### src/rtl/lprt_pkg.sv
// Shared types and constants for the longest-prefix route table.
// Holds the route entry layout, operation and result codes, the controller
// states and the command and status structs between controller and datapath.
package lprt_pkg;

	localparam int ADDR_BITS = 32;
	localparam int LEN_BITS  = 6;
	localparam int MAC_BITS  = 48;

	localparam logic [LEN_BITS-1:0] MIN_LEN = 6'd2;
	localparam logic [LEN_BITS-1:0] MAX_LEN = 6'd32;

	typedef enum logic [1:0] {
		ACT_LOOKUP = 2'd0,
		ACT_ADD    = 2'd1,
		ACT_DELETE = 2'd2
	} action_t;

	typedef enum logic [2:0] {
		ST_OK       = 3'd0,
		ST_DUP      = 3'd1,
		ST_FULL     = 3'd2,
		ST_NOTFOUND = 3'd3,
		ST_BADLEN   = 3'd4
	} status_t;

	typedef enum logic [2:0] {
		S_CLEAR,
		S_IDLE,
		S_SCAN,
		S_DRAIN,
		S_APPLY
	} state_t;

	typedef struct packed {
		logic                vld;
		logic [LEN_BITS-1:0] len;
		logic [ADDR_BITS-1:0] addr;
		logic [MAC_BITS-1:0] mac;
	} route_t;

	typedef struct packed {
		logic clear_wr;
		logic scan_rd;
		logic capture;
		logic apply;
	} ctrl_cmd_t;

	typedef struct packed {
		logic last_idx;
		logic out_free;
	} ctrl_sts_t;

	function automatic logic len_ok(input logic [LEN_BITS-1:0] len);
		return (len >= MIN_LEN) && (len <= MAX_LEN);
	endfunction

endpackage

### src/rtl/lprt_ctrl.sv
// Controller state machine of the route table: clearing pass, table scan
// and result hand-off. Uses lprt_pkg; drives the datapath by command struct.
module lprt_ctrl (
	input  logic               clk,
	input  logic               arst_n,
	input  logic               in_valid,
	output logic               in_stall,
	input  lprt_pkg::ctrl_sts_t sts,
	output lprt_pkg::ctrl_cmd_t cmd
);

	import lprt_pkg::*;

	state_t state_q;
	state_t state_d;

	always_ff @(posedge clk or negedge arst_n) begin
		if (!arst_n) begin
			state_q <= S_CLEAR;
		end else begin
			state_q <= state_d;
		end
	end

	always_comb begin
		state_d = state_q;
		unique case (state_q)
			S_CLEAR: if (sts.last_idx) state_d = S_IDLE;
			S_IDLE:  if (in_valid) state_d = S_SCAN;
			S_SCAN:  if (sts.last_idx) state_d = S_DRAIN;
			S_DRAIN: state_d = S_APPLY;
			S_APPLY: if (sts.out_free) state_d = S_IDLE;
			default: state_d = S_CLEAR;
		endcase
	end

	always_comb begin
		cmd = '0;
		in_stall = 1'b1;
		unique case (state_q)
			S_CLEAR: cmd.clear_wr = 1'b1;
			S_IDLE: begin
				in_stall = 1'b0;
				cmd.capture = in_valid;
			end
			S_SCAN:  cmd.scan_rd = 1'b1;
			S_DRAIN: cmd = '0;
			S_APPLY: cmd.apply = sts.out_free;
			default: cmd = '0;
		endcase
	end

endmodule

### config.mk
export PLATFORM = sky130hd
export DESIGN_NAME = lprt_ctrl
export DESIGN_NICKNAME = d
export VERILOG_FILES = /design/src/rtl/lprt_pkg.sv /design/src/rtl/lprt_ctrl.sv
export SDC_FILE = /design/constraint.sdc
export NUM_CORES = 1
export LEC_CHECK = 0
export CAP_MARGIN = 0
export CORE_AREA = 10 10 47 49
export CTS_CLUSTER_DIAMETER = 100
export DETAILED_ROUTE_END_ITERATION = 7
export DIE_AREA = 0 0 57 59
export DONT_BUFFER_PORTS = 1
export MAX_ROUTING_LAYER = met4
export PLACE_DENSITY_LB_ADDON = 0.08
export SLEW_MARGIN = 20
export SYNTH_ARGS = -nofsm -noshare
export SYNTH_HDL_FRONTEND = slang
export SYNTH_SLANG_ARGS = --single-unit
### constraint.sdc
create_clock -name clk -period 1.5 [get_ports clk]
set_input_delay 0.075 -clock clk [delete_from_list [all_inputs] [get_ports clk]]
set_output_delay 0.075 -clock clk [all_outputs]
set_load 0.005 [all_outputs]
==> run summary <==
First-pass GRT wire length: 979 um
Resized cells post-CTS: 0
Setup TNS after final layout: 0 ns
Worst setup EP type: output port
Setup slack after layout: 0.132 ns
Die outline area: 3360 um2
Die Ht: 59 um
Maximum capacitance violations: 0
Std cell rows: 14
Insertion delay of the later-clocked pin in the worst-skew pair: 0.23 ns
Path category of the worst min-delay check: input port to flip-flop
Max Clock Skew: 0.000401 ns
First-pass DRT Iterations: 2
Synthesized area divided by synthesized cell count: 9.94 um2
Clock tree from TritonCTS: done
Worst reg2reg setup slack: 0.35 ns
Placer congestion estimate: 0.618
#FFs+latches synth: 3
Number of top-level pins: 10
Final Hold Viols: 0
Cell types with the largest area share after synthesis: dfrtp_1, nand3b_1, and4bb_2, buf_6, or4b_1
Post-route antenna net violation count: 0
Ys async rst share: 100%
Flip-flop count of the largest register, all copies and words added: 3
Static leakage: 0.108 nW
Width of the die: 57 um
Root buffer cell: clkbuf_4
Clock sink count: 3
Length in cells of the worst reg-to-reg path: 2
Setup slack after placement: 0.357 ns
Outcome: finished clean
# port buffers: 0
Detailed-route wire length per cell: 13.8 um
Yosys top cell area share: 39.7%
Placeable core region: 1400 um2
Worst Path Max Fanout: 10
Relative slew slack: 81.8%
Final-report setup violation count: 0
Vias per inst: 4.07
Area growth from synthesis to layout: 34.4%
Number of buffers added by the clock tree synthesis step: 3
Hold Path Origin: in_valid
Maximum clock insertion buffer count: 2
Number of library cell types mapped by synthesis: 15
Maximum number of pins on one net before global-route repair: 11
Unrepaired setup endpoints after global routing: no
Kind of critical path: flip-flop to output port
Deepest level of the CTS H-tree: 1
Cells after Synth: 19
Most common cell in the synthesized netlist: dfrtp_1
Count of flip-flops with a built-in enable after synthesis: 0
Clock edge transition at the registers on the reported setup and hold paths: 0.04 ns
Total design power: 0.482 mW
Global-route usage over all layers: 4.53%
Effective utilization at floorplan: 13.5%
Mapped cell area: 189 um2
Detailed Route WL: 567 um
Initial antenna violation count: 0
Post-CTS Repair Setup Buffers: 0
Instance count along the most critical hold path: 2
Number of max-slew violations in the final report: 0
Count of routing violations after the opening detailed-route iteration: 3
Max frequency: 731 MHz
Total of hold buffers inserted after clock tree synthesis: 3
Slew at the pin closest to its max-slew limit: 0.269 ns
Top cells by count, synth: dfrtp_1, nand3b_1, nor2_1
Biggest regs: state_q: 3 flops
Final #Nets: 31
Post-route fraction of the period consumed by the critical path: 91.2%
Remaining global-route overflow: 0
Setup crit start kind: flip-flop
Required time at the endpoint of the critical path: 1.42 ns
Power density normalized to cell area: 1900 nW/um2
Detailed-route via count: 167
Critical R2R Launch: state_q[0]
RR Endpoint: state_q[2]
Register with the highest flop count: state_q
Number of global-route vias before repair: 185
Count of inserted antenna diode cells: 0
Sequential cell area fraction in the yosys report: 39.7%
Share of final-layout standard cells stronger than drive strength 1: 16.0%
Library cell with the largest summed area after synthesis: dfrtp_1
Time the final worst path needs with I/O delays and setup: 1.37 ns
Number of warnings reported in the yosys synthesis log: 0
Residual DRC: 0
Post-DP HPWL: 404 um
End of the worst hold path: state_q[1]
Signal arrival time at the worst endpoint: 1.29 ns
Utilization after layout: 18.1%
Net count after synthesis: 24
Dominant synthesized flop cell: dfrtp_1
Peak ir drop on the vdd network: 0.413 mV
-- critical path, stage by stage, from the launching register on --
cell and delay [ns]:
dfrtp_1 0.48, or3b_1 0.43, nor2_1 0.15
-- per-stage QoR --
stage | hold slack [ns] | area [um2] | cells
detailed placement | -0.220 | 198 | 34
global placement | -0.220 | 198 | 34
CTS | 0.00223 | 254 | 41
floorplan | -0.221 | 189 | 19
global route | 0.00106 | 254 | 41
finish | 0.0100 | 254 | 41
-- final cells by class --
class | instances | area, um2
Fill cell | 168 | 1150
Multi-Input combinational cell | 14 | 98.8
Sequential cell | 3 | 75.1
Timing Repair Buffer | 3 | 30.0
Clock buffer | 4 | 26.3
Tap cell | 16 | 20.0
Inverter | 1 | 3.75
-- per-layer routing --
layer / up-vias / wire length [um] / GRT usage [%]
met3: 2 / 42 / 3.43
met5: - / 0 / -
met1: 77 / 249 / 3.45
met4: 0 / 21 / 8.05
met2: 8 / 254 / 5.12
li1: 80 / - / -
-- worst max-delay path by stage --
stage                     from         end  cells past startpoint  slack (ns)
floorplan           state_q[0]  state_q[2]                      3        0.40
global placement    state_q[0]      cmd[1]                      2        0.36
detailed placement  state_q[0]      cmd[1]                      2        0.36
CTS                 state_q[0]      cmd[1]                      2        0.10
global route        state_q[0]      cmd[1]                      2        0.04
finish              state_q[0]      cmd[1]                      2        0.13
-- cell families after synthesis --
kind of cell	share of synthesized area, %
simple gates	45.0
flops	39.7
compound gates	7.28
buf+inv	7.94
-- power breakdown --
group	leakage [nW]	total, mW	internal [mW]	switching [mW]
sequential	0.0387	0.193	0.115	0.0774
clock	0.0150	0.143	0.0998	0.0436
combinational	0.0546	0.146	0.0840	0.0623
total	0.108	0.482	0.299	0.183
-- placed cells by master (no fill, tap or decap) --
master	instances
nor3b_1	1
nor4b_1	1
nor3_1	1
nor2_1	2
nand2_1	1
and4bb_2	1
clkbuf_4	3
inv_1	1
dlygate4sd3_1	3
or3b_1	1
or4b_1	1
nand3b_1	2
nand2b_1	1
a211o_1	1
clkbuf_1	1
dfrtp_1	3
a21oi_1	1
Note: power is estimated with default switching activity, not from simulation.
